$ cat config.mk
export PLATFORM = sky130hd
export DESIGN_NAME = dmx_front_flat
export DESIGN_NICKNAME = d
export VERILOG_FILES = /design/src/design/dmx_pkg.sv /design/src/design/dmx_in_if.sv /design/src/design/dmx_front.sv /design/src/flat_wrapper.sv
export SDC_FILE = /design/constraint.sdc
export NUM_CORES = 1
export LEC_CHECK = 0
export ABC_AREA = 1
export BUFFER_PORTS_ARGS = -buffer_cell sky130_fd_sc_hd__buf_2
export CELL_PAD_IN_SITES_DETAIL_PLACEMENT = 2
export CELL_PAD_IN_SITES_GLOBAL_PLACEMENT = 2
export CORE_ASPECT_RATIO = 1.2
export CORE_MARGIN = 3
export CORE_UTILIZATION = 38
export CTS_BUF_LIST = sky130_fd_sc_hd__clkbuf_4 sky130_fd_sc_hd__clkbuf_8 sky130_fd_sc_hd__clkbuf_16
export CTS_CLUSTER_SIZE = 40
export DETAILED_ROUTE_END_ITERATION = 8
export PLACE_DENSITY_LB_ADDON = 0.08
export SLEW_MARGIN = 20
export SYNTH_ARGS = -nofsm -noshare
export SYNTH_HDL_FRONTEND = slang
export SYNTH_SLANG_ARGS = --single-unit
$ cat constraint.sdc
create_clock -name clk -period 19.3 [get_ports clk]
set_input_delay 0.965 -clock clk [delete_from_list [all_inputs] [get_ports clk]]
set_output_delay 0.965 -clock clk [all_outputs]
set_load 0.03 [all_outputs]
$ cat src/design/dmx_pkg.sv
package dmx_pkg;

  // Field widths
  localparam int AXIS_W   = 8;
  localparam int SHAPE_W  = AXIS_W + 1;
  localparam int MIX_W    = 17;
  localparam int MAG_W    = MIX_W - 1;
  localparam int CMD_W    = 8;
  localparam int SPEED_W  = 16;

  // Scale factors applied before the division: x*128 - x and x << 14.
  localparam int CMD_SHIFT   = 7;
  localparam int SPEED_SHIFT = 14;
  localparam int DVD_W       = MAG_W + SPEED_SHIFT;
  // The quotient never exceeds 16384 once the numerator is at most the divisor.
  localparam int Q_W         = SPEED_SHIFT + 1;
  localparam int DIV_STEPS   = Q_W;

  // Queue between the classifier and the divider pipeline (power of two).
  localparam int QDEPTH = 8;
  localparam int QPTR_W = $clog2(QDEPTH);
  localparam int QCNT_W = $clog2(QDEPTH + 1);

  // Configuration port
  localparam int CFG_IDX_W  = 1;
  localparam int CFG_DATA_W = 2;

  typedef enum logic [CFG_IDX_W-1:0] {
    CFG_MIX_MODE      = 1'b0,
    CFG_SQUARE_ENABLE = 1'b1
  } cfg_reg_t;

  typedef enum logic [1:0] {
    MODE_ARCADE    = 2'd0,
    MODE_CURVATURE = 2'd1,
    MODE_TANK      = 2'd2
  } mix_mode_t;

  typedef logic signed [AXIS_W-1:0]  axis_t;
  typedef logic signed [SHAPE_W-1:0] shape_t;
  typedef logic signed [MIX_W-1:0]   mix_t;
  typedef logic [MAG_W-1:0]          mag_t;
  typedef logic signed [CMD_W-1:0]   cmd_t;
  typedef logic signed [SPEED_W-1:0] speed_t;

  // Full-scale denominators of each mode.
  localparam mag_t D_ARCADE    = mag_t'(254);
  localparam mag_t D_CURVATURE = mag_t'(16129);
  localparam mag_t D_TANK      = mag_t'(127);

  // One classified item: magnitudes already limited to the divisor, plus signs.
  typedef struct packed {
    mag_t d;
    mag_t mag_l;
    mag_t mag_r;
    logic neg_lc;
    logic neg_rc;
    logic neg_ls;
    logic neg_rs;
  } job_t;

  typedef struct packed {
    logic [QCNT_W-1:0] count;
    logic              empty;
  } q_stat_t;

  // Signed squaring a*|a|/127, truncated toward zero, for every axis code.
  typedef shape_t sq_tab_t [2**AXIS_W];

  function automatic sq_tab_t build_sq_tab();
    sq_tab_t tab;
    int      v;
    for (int i = 0; i < 2**AXIS_W; i++) begin
      v = (i < 2**(AXIS_W-1)) ? i : i - 2**AXIS_W;
      tab[i] = SHAPE_W'((v * ((v < 0) ? -v : v)) / 127);
    end
    return tab;
  endfunction

  localparam sq_tab_t SQ_TAB = build_sq_tab();

endpackage

$ cat src/design/dmx_in_if.sv
interface dmx_in_if
  import dmx_pkg::*;
();
  logic  valid;
  logic  ready;
  axis_t stick_left_y;
  axis_t stick_right_x;
  axis_t stick_right_y;

  modport source (output valid, output stick_left_y, output stick_right_x,
                  output stick_right_y, input ready);
  modport sink   (input valid, input stick_left_y, input stick_right_x,
                  input stick_right_y, output ready);
endinterface

$ cat src/design/dmx_front.sv
module dmx_front
  import dmx_pkg::*;
(
  input  logic                  clk,
  input  logic                  rst_n,
  input  logic                  cfg_wr_en,
  input  logic [CFG_IDX_W-1:0]  cfg_index,
  input  logic [CFG_DATA_W-1:0] cfg_data,
  dmx_in_if.sink                in_ch,
  input  q_stat_t               q_stat,
  output logic                  push_valid,
  output job_t                  push_job
);

  mix_mode_t mix_mode_r, mix_mode_nxt;
  logic      square_enable_r, square_enable_nxt;

  logic      va_r, va_nxt;
  shape_t    s_a_r, s_a_nxt, r_a_r, r_a_nxt, t_a_r, t_a_nxt;
  mix_mode_t mode_a_r;

  logic      vb_r, vb_nxt;
  mix_t      l_b_r, l_b_nxt, rt_b_r, rt_b_nxt;
  mix_mode_t mode_b_r;

  logic      vc_r, vc_nxt;
  job_t      job_c_r, job_c_nxt;

  logic [QCNT_W-1:0] occupied;

  // Configuration registers
  always_comb begin
    mix_mode_nxt      = mix_mode_r;
    square_enable_nxt = square_enable_r;
    if (cfg_wr_en) begin
      case (cfg_reg_t'(cfg_index))
        CFG_MIX_MODE:      mix_mode_nxt = mix_mode_t'(cfg_data[1:0]);
        CFG_SQUARE_ENABLE: square_enable_nxt = cfg_data[0];
        default:           ;
      endcase
    end
  end

  // Every item in the front stages owns a queue slot, so a push never overflows.
  assign occupied = q_stat.count + QCNT_W'(va_r) + QCNT_W'(vb_r) + QCNT_W'(vc_r);
  assign in_ch.ready = occupied < QCNT_W'(QDEPTH);

  // Stage A: axis shaping
  always_comb begin
    va_nxt  = in_ch.valid && in_ch.ready;
    s_a_nxt = square_enable_r ? SQ_TAB[in_ch.stick_left_y[AXIS_W-1:0]]
                              : {in_ch.stick_left_y[AXIS_W-1], in_ch.stick_left_y};
    r_a_nxt = square_enable_r ? SQ_TAB[in_ch.stick_right_x[AXIS_W-1:0]]
                              : {in_ch.stick_right_x[AXIS_W-1], in_ch.stick_right_x};
    t_a_nxt = square_enable_r ? SQ_TAB[in_ch.stick_right_y[AXIS_W-1:0]]
                              : {in_ch.stick_right_y[AXIS_W-1], in_ch.stick_right_y};
  end

  // Stage B: mixing into left and right numerators
  always_comb begin
    logic signed [SHAPE_W:0]     s_w;
    logic signed [SHAPE_W:0]     r_w;
    logic signed [SHAPE_W:0]     rp;
    logic signed [SHAPE_W:0]     abs_s;
    logic signed [2*SHAPE_W+1:0] prod;
    mix_t                        prod_m;
    mix_t                        s_m;
    mix_t                        r_m;
    mix_t                        t_m;
    mix_t                        s127;
    s_w    = {s_a_r[SHAPE_W-1], s_a_r};
    r_w    = {r_a_r[SHAPE_W-1], r_a_r};
    rp     = (s_a_r > 0) ? -r_w : r_w;
    abs_s  = (s_w < 0) ? -s_w : s_w;
    prod   = abs_s * rp;
    prod_m = prod[MIX_W-1:0];
    s_m    = {{(MIX_W-SHAPE_W){s_a_r[SHAPE_W-1]}}, s_a_r};
    r_m    = {{(MIX_W-SHAPE_W){r_a_r[SHAPE_W-1]}}, r_a_r};
    t_m    = {{(MIX_W-SHAPE_W){t_a_r[SHAPE_W-1]}}, t_a_r};
    s127   = (s_m <<< 7) - s_m;
    vb_nxt = va_r;
    case (mode_a_r)
      MODE_ARCADE: begin
        l_b_nxt  = -r_m - (s_m <<< 1);
        rt_b_nxt = (s_m <<< 1) - r_m;
      end
      MODE_CURVATURE: begin
        l_b_nxt  = s127 - prod_m;
        rt_b_nxt = s127 + prod_m;
      end
      default: begin
        l_b_nxt  = s_m;
        rt_b_nxt = t_m;
      end
    endcase
  end

  // Stage C: common divisor, magnitudes and output signs
  always_comb begin
    mag_t mag_l;
    mag_t mag_r;
    mag_t max_m;
    mag_l  = (l_b_r < 0) ? MAG_W'(-l_b_r) : MAG_W'(l_b_r);
    mag_r  = (rt_b_r < 0) ? MAG_W'(-rt_b_r) : MAG_W'(rt_b_r);
    max_m  = (mag_l > mag_r) ? mag_l : mag_r;
    vc_nxt = vb_r;
    job_c_nxt.mag_l  = mag_l;
    job_c_nxt.mag_r  = mag_r;
    job_c_nxt.neg_ls = l_b_r < 0;
    job_c_nxt.neg_lc = l_b_r < 0;
    job_c_nxt.neg_rs = rt_b_r < 0;
    job_c_nxt.neg_rc = rt_b_r > 0;
    case (mode_b_r)
      MODE_ARCADE: begin
        job_c_nxt.d      = (max_m > D_ARCADE) ? max_m : D_ARCADE;
        job_c_nxt.neg_ls = l_b_r > 0;
        job_c_nxt.neg_lc = l_b_r > 0;
        job_c_nxt.neg_rc = rt_b_r < 0;
      end
      MODE_CURVATURE: begin
        job_c_nxt.d = (max_m > D_CURVATURE) ? max_m : D_CURVATURE;
      end
      default: begin
        // A squared axis of -128 reaches 129; limiting it to the divisor saturates.
        job_c_nxt.d     = D_TANK;
        job_c_nxt.mag_l = (mag_l > D_TANK) ? D_TANK : mag_l;
        job_c_nxt.mag_r = (mag_r > D_TANK) ? D_TANK : mag_r;
      end
    endcase
  end

  assign push_valid = vc_r;
  assign push_job   = job_c_r;

  always_ff @(posedge clk) begin
    if (!rst_n) begin
      mix_mode_r      <= MODE_ARCADE;
      square_enable_r <= 1'b0;
      va_r            <= 1'b0;
      vb_r            <= 1'b0;
      vc_r            <= 1'b0;
    end else begin
      mix_mode_r      <= mix_mode_nxt;
      square_enable_r <= square_enable_nxt;
      va_r            <= va_nxt;
      vb_r            <= vb_nxt;
      vc_r            <= vc_nxt;
    end
  end

  always_ff @(posedge clk) begin
    s_a_r    <= s_a_nxt;
    r_a_r    <= r_a_nxt;
    t_a_r    <= t_a_nxt;
    mode_a_r <= mix_mode_r;
    l_b_r    <= l_b_nxt;
    rt_b_r   <= rt_b_nxt;
    mode_b_r <= mode_a_r;
    job_c_r  <= job_c_nxt;
  end

endmodule

$ cat src/flat_wrapper.sv
// flat-port wrapper written by rule: the top's interface ports become plain ports
module dmx_front_flat import dmx_pkg::*;
  (clk, rst_n, cfg_wr_en, cfg_index, cfg_data, q_stat, push_valid, push_job, in_ch_valid, in_ch_stick_left_y, in_ch_stick_right_x, in_ch_stick_right_y, in_ch_ready);
  dmx_in_if in_ch_i ();
  input  logic clk;
  input  logic rst_n;
  input  logic cfg_wr_en;
  input  logic [CFG_IDX_W-1:0] cfg_index;
  input  logic [CFG_DATA_W-1:0] cfg_data;
  input  q_stat_t q_stat;
  output logic push_valid;
  output job_t push_job;
  input wire logic [$bits(in_ch_i.valid)-1:0] in_ch_valid;
  input wire logic [$bits(in_ch_i.stick_left_y)-1:0] in_ch_stick_left_y;
  input wire logic [$bits(in_ch_i.stick_right_x)-1:0] in_ch_stick_right_x;
  input wire logic [$bits(in_ch_i.stick_right_y)-1:0] in_ch_stick_right_y;
  output wire logic [$bits(in_ch_i.ready)-1:0] in_ch_ready;
  assign in_ch_i.valid = in_ch_valid;
  assign in_ch_i.stick_left_y = in_ch_stick_left_y;
  assign in_ch_i.stick_right_x = in_ch_stick_right_x;
  assign in_ch_i.stick_right_y = in_ch_stick_right_y;
  assign in_ch_ready = in_ch_i.ready;
  dmx_front u_core (.clk(clk), .rst_n(rst_n), .cfg_wr_en(cfg_wr_en), .cfg_index(cfg_index), .cfg_data(cfg_data), .in_ch(in_ch_i), .q_stat(q_stat), .push_valid(push_valid), .push_job(push_job));
endmodule
## Yosys cells after proc, flatten, opt, wreduce, memory -nomap -nowiden

Memory sizes are Yosys's and may differ from the RTL's.
Cells that the tools add are included.

| storage, ports and cells | value |
|---|---|
| bits in registers | 123 |
| memory bits (read-only) | 6912 |
| bits of input ports | 36 |
| output and inout bits | 54 |
| logic and storage cells | 86 |
| memories kept | 3 |

| cells by class | value |
|---|---|
| $add $sub $neg | 13 |
| $mul | 1 |
| order comparisons | 15 |
| equal/unequal tests | 2 |
| multiplexer cells | 23 |
| bitwise operators | 4 |
| reduce and logical (&&, ||, !) cells | 6 |

Memory list:

| memory | depth | width | rd ports | clocked after memory_dff | wr ports | RTL line | text |
|---|---|---|---|---|---|---|---|
| (name not given) | 256 | 9 | 1 | 0 | 0 | dmx_front.sv:55 | `t_a_nxt = square_enable_r ? SQ_TAB[in_ch.stick_right_y[AXIS_W-1:0]]` |
| (name not given) | 256 | 9 | 1 | 0 | 0 | dmx_front.sv:51 | `s_a_nxt = square_enable_r ? SQ_TAB[in_ch.stick_left_y[AXIS_W-1:0]]` |
| (name not given) | 256 | 9 | 1 | 0 | 0 | dmx_front.sv:53 | `r_a_nxt = square_enable_r ? SQ_TAB[in_ch.stick_right_x[AXIS_W-1:0]]` |

Operator list:

| cell | number |
|---|---|
| 2-to-1 mux 16 bit | 7 |
| 2-to-1 mux 9 bit | 9 |
| case mux 17 bit (2 select lines) | 2 |
| greater-than comparator 17 x 1 -> 1 bit (second input constant) | 2 |
| less-than comparator 17 x 1 -> 1 bit (second input constant) | 2 |
| greater-than comparator 16 x 7 -> 1 bit (second input constant) | 2 |
| 2-to-1 mux 32 bit | 1 |
| negation 16 bit | 2 |
| case mux 16 bit (2 select lines) | 1 |
| greater-or-equal comparator 8 x 9 -> 1 bit (second input constant) | 3 |
| NOT 8 bit | 3 |
| 2-to-1 mux 10 bit | 2 |
| negation 9 -> 10 bit | 2 |
| adder 17 bit | 1 |
| multiplier 10 x 10 -> 17 bit | 1 |
| negation 9 -> 17 bit | 1 |
| subtractor 16 x 9 -> 17 bit | 1 |
| subtractor 17 x 10 -> 17 bit | 1 |
| subtractor 17 bit | 1 |
| greater-than comparator 16 x 14 -> 1 bit (second input constant) | 1 |
| greater-than comparator 16 bit | 1 |
| greater-than comparator 16 x 8 -> 1 bit (second input constant) | 1 |
| adder 4 x 1 -> 4 bit | 3 |
| subtractor 10 x 9 -> 11 bit | 1 |
| 10 further kinds | 13 |

## Depth between registers and ports, before layout

| logic depth | value |
|---|---|
| word-level depth | 7 |
| depth in mapped cells | 42 |
| gate-level depth less buffers | 41 |

## Least setup slack after synthesis

OpenSTA, ideal clock, no wires.

| timing path | value |
|---|---|
| path kind | reg2reg |
| start | register u_core.s_a_r[0] |
| end | register u_core.l_b_r[16] |
| setup time | 0.113 ns |
| arrival time | 7.261 ns |
| required time | 19.187 ns |
| slack | 11.925 ns |
| cell stages (with the launch flop) | 36 |
| path buffers | 3 |
| clock period less this slack | 7.375 ns |
| path through | dfxtp_1 -> inv_1 -> buf_1 -> ha_1 -> nand2_2 -> nor2_2 -> nor2_1 -> clkbuf_1 -> o21ai_1 -> nand2_1 -> fa_1 -> inv_1 -> fa_1 -> fa_1 -> fa_1 -> inv_1 -> fa_1 -> inv_1 -> ha_1 -> nand2_1 -> inv_1 -> nand4_1 -> o211ai_1 -> a21oi_1 -> o21ai_1 -> a21oi_1 -> o21bai_1 -> xor2_1 -> ha_1 -> clkbuf_1 -> nor2_1 -> a21boi_0 -> nor4_1 -> nand3_1 -> nand3_1 -> nand2_1 |

| between the ends | value |
|---|---|
| word-level cells in the longest chain between the ends | 5 |
| elaborated cells between the ends (all ways) | 10 |
| classes of those cells | add/sub: 4; mul: 1; order compare: 2; mux: 3 |

Ends and longest elaborated chain:

| item | RTL line | text |
|---|---|---|
| start, declared | dmx_front.sv:19 | `shape_t s_a_r, s_a_nxt, r_a_r, r_a_nxt, t_a_r, t_a_nxt;` |
| start signal, assigned | dmx_front.sv:152 | `s_a_r <= s_a_nxt;` |
| negation 9 -> 10 bit, or another cell as far along | dmx_front.sv:74 | `abs_s = (s_w < 0) ? -s_w : s_w;` |
| 2-to-1 mux 10 bit, on equally long branches | dmx_front.sv:74, dmx_front.sv:73 |  |
| multiplier 10 x 10 -> 17 bit | dmx_front.sv:75 | `prod = abs_s * rp;` |
| subtractor 17 bit | dmx_front.sv:88 | `l_b_nxt = s127 - prod_m;` |
| case mux 17 bit (2 select lines) (*) | dmx_front.sv:82 | `case (mode_a_r)` |
| net u_core.l_b_nxt[16] | dmx_front.sv:23 | `mix_t l_b_r, l_b_nxt, rt_b_r, rt_b_nxt;` |
| end signal, assigned | dmx_front.sv:156 | `l_b_r <= l_b_nxt;` |
| end, declared | dmx_front.sv:23 |  |

The timed path passes the listed nets; every way through them passes the cells marked *.
A chain may end at the register's enable or synchronous reset.

## Final worst setup path

| timing path | value |
|---|---|
| start | register u_core.s_a_r[0] |
| end | register u_core.rt_b_r[16] |

| between the ends | value |
|---|---|
| word-level cells in the longest chain between the ends | 5 |
| elaborated cells between the ends (all ways) | 10 |
| classes of those cells | add/sub: 4; mul: 1; order compare: 2; mux: 3 |

Ends and longest elaborated chain:

| item | RTL line | text |
|---|---|---|
| negation 9 -> 10 bit, or another cell as far along | dmx_front.sv:74 |  |
| 2-to-1 mux 10 bit, on equally long branches | dmx_front.sv:74, dmx_front.sv:73 |  |
| multiplier 10 x 10 -> 17 bit | dmx_front.sv:75 |  |
| adder 17 bit | dmx_front.sv:89 | `rt_b_nxt = s127 + prod_m;` |
| case mux 17 bit (2 select lines) (*) | dmx_front.sv:82 |  |
| net u_core.rt_b_nxt[16] | dmx_front.sv:23 |  |
| end signal, assigned | dmx_front.sv:157 | `rt_b_r <= rt_b_nxt;` |
| end, declared | dmx_front.sv:23 |  |

Marks and branches as above.

==> impl_metrics.tcl <==
set metrics [dict create \
    ys_ff_latch 122 \
    place_ws_ns 9.88 \
    die-area_um2 46200 \
    hold_path.class "reg -> reg" \
    asyncSetResetFlopFracSynth 0 \
    worstSetupPathType "reg -> reg" \
    numCtsBuffers 17 \
    crit_fanout 14 \
    fin_crit_sh 0.486 \
    initial_core_util 0.386 \
    finalWorstSetupSlack_ns 9.92 \
    required_ns 19.62 \
    yosys.area.top_type_share 0.147 \
    finalNetCount 2890 \
    io_buffers 88 \
    syn_area_um2 16600 \
    critical_path.max_stage_delay_ns 0.69 \
    syn_nets 2856 \
    stdcell_count 3159 \
    grt_pass1_wl_um 110000 \
    cts-hold-fix-buffers 0 \
    ios 90 \
    layout_min_cycle_time_ns 9.38 \
    hold_violations 0 \
    placed_cells 3127 \
    layout_common_cells "nand2_1 (570), inv_1 (434), nor2_1 (240)" \
    routedWlPerCell_um 22.0 \
    rows 83 \
    syn_to_final_growth_pct 8.85 \
    clk_pin_slew_worst_paths_ns 0.06 \
    final_antenna_net_count 0 \
    synth.distinct_cells 66 \
    drtIter0Drc 865 \
    synthFlopType "dfxtp_1" \
    status "finished, final reports clean" \
    clock_sinks 122 \
    skew_ns 0.0110 \
    arrival_ns 9.70 \
    cp-start-kind "flop" \
    rsz0062_at_grt "false" \
    yosys_warnings 0 \
    grt_max_degree 29 \
    max_cap_viol_count 0 \
    nFillCells 5402 \
    finalSetupViolCount 0 \
    core_area_um2 43000 \
    cts_tree "done" \
    htree_levels 4 \
    drc 0 \
    insertion_delay_ns 0.44 \
    drive_above_1_share 0.0794 \
    relSlewSlack 0.205 \
    ys_seq_area_frac 0.147 \
    num_vias 17800 \
    synth_edf_count 0 \
    hpwl_um 55900 \
    grt_util_met2 0.548 \
    clockRootBuffer "clkbuf_16" \
    tns_ns 0 \
    max_freq_mhz 107 \
    grt_util_met1 0.364 \
    final_common_cell "nand2_1" \
    worst_slew_pin_slew_ns 1.19 \
    cts_resized 0 \
    synthCells 2560 \
    antenna_found_initial 0 \
    drv_slew 0 \
    cp-end-kind "flop" \
    place.gp.congestion 0.907 \
    timing.critical_path.slowest_stage_cell "fa_1" \
    grt-busiest-layer "met2" \
    avgSynthCellArea_um2 6.48 \
    postCtsSetupBuffers 0 \
    cts.path.max_buffers 2 \
    die_w_um 197 \
    synth_top_area_cell "dfxtp_1" \
    viasPerCell 5.65 \
    antenna_cells 0 \
    synth_area_leaders "dfxtp_1 (15%), ha_1 (14%), nand2_1 (13%)" \
    grt_overflow 0 \
    grtUsageMet3 0.0327 \
    grt_pass1_vias 19600 \
    drt-total-wl_um 69600 \
    die_h_um 235 \
    grtUsageTotal 0.297 \
    dr.pass1.iters 5 \
]
[cells by family (layout without fill, tap and decap cells)]
logic type      after synthesis  count (layout)  share of synthesized area
flops                       122             122                      0.147
xor+xnor                     57              57                     0.0331
compound gates              521             521                      0.189
fa+ha+maj                   260             260                      0.233
simple gates               1070            1070                      0.275
other cells                   1               1                   0.000226
buf+inv                     529             576                      0.122
[cells in the mapped netlist, types with 5 or more instances]
library cell / count
o211ai_1: 30
o22ai_1: 17
nand3b_1: 5
ha_1: 179
a22oi_1: 8
buf_2: 18
nor2_2: 8
inv_1: 434
nor3_1: 29
nand4_1: 17
o21a_1: 5
clkbuf_1: 46
xor2_1: 41
fa_1: 81
a31oi_1: 23
or2_2: 8
nand2_1: 570
o311ai_0: 8
nand3_2: 9
nor2_1: 240
o21ai_1: 14
o21ai_0: 169
o21bai_1: 11
nor4_1: 6
o221ai_1: 16
a211oi_1: 8
inv_2: 10
nand2_2: 22
buf_1: 9
o2111ai_1: 12
nand3_1: 132
xnor2_1: 11
a21oi_1: 159
clkinv_1: 8
dfxtp_1: 122
nor2_4: 6
[metal layers]
layer,up-vias,part of all wire
met3,106,0.028
li1,8366,-
met5,-,0
met2,357,0.52
met1,9018,0.43
met4,0,0.022
[critical path, delay by kind of cell (launching register included)]
family                   cells  cell delay [ns]
adder cells (fa/ha/maj)      8             4.08
AND/OR/NAND/NOR             13             1.98
AO/OA/AOI/OAI                8             1.57
buffers and inverters        6             0.82
flip-flops                   1             0.67
XOR/XNOR                     1             0.13
[final cells by class]
cell class / count / area, um^2 / area share
multi-input combinational: 1909 / 12100 / 0.671
sequential: 122 / 2440 / 0.135
inverter: 452 / 1700 / 0.0940
tap: 552 / 691 / 0.0383
timing repair buffer: 92 / 470 / 0.0261
clock buffer: 17 / 425 / 0.0236
clock inverter: 15 / 211 / 0.0117
[flip-flops by register name, summed over array words and instances (netlist names)]
signal	flops
u_core.l_b_r	17
u_core.mode_a_r	2
u_core.rt_b_r	17
u_core.r_a_r	9
u_core.mode_b_r	2
u_core.square_enable_r	1
u_core.push_valid	1
u_core.vb_r	1
u_core.push_job	51
u_core.mix_mode_r	2
u_core.va_r	1
u_core.t_a_r	9
u_core.s_a_r	9
[metrics by stage]
step	util	area (um^2)	hold slack, ns
detailed placement	0.405	17400	0.346
global placement	0.405	17400	0.338
global route	0.420	18000	0.357
CTS	0.420	18000	0.356
floorplan	-	16600	0.326
finish	0.420	18000	0.352
[worst paths after layout]
kind	slack [ns]	cells past startpoint	endpoint	start
setup / recovery	9.92	36	u_core.rt_b_r[16]$_DFF_P_	u_core.s_a_r[0]$_DFF_P_
hold / removal	0.35	0	u_core.mode_a_r[1]$_DFF_P_	u_core.mix_mode_r[1]$_SDFFE_PN0P_
setup reg to reg	9.92	36	u_core.rt_b_r[16]$_DFF_P_	u_core.s_a_r[0]$_DFF_P_
hold reg to reg	0.35	0	u_core.mode_a_r[1]$_DFF_P_	u_core.mix_mode_r[1]$_SDFFE_PN0P_
Power is left out: the tool's default activity adds up to more than one toggle a clock period on the data nets, which glitch-free logic cannot reach.
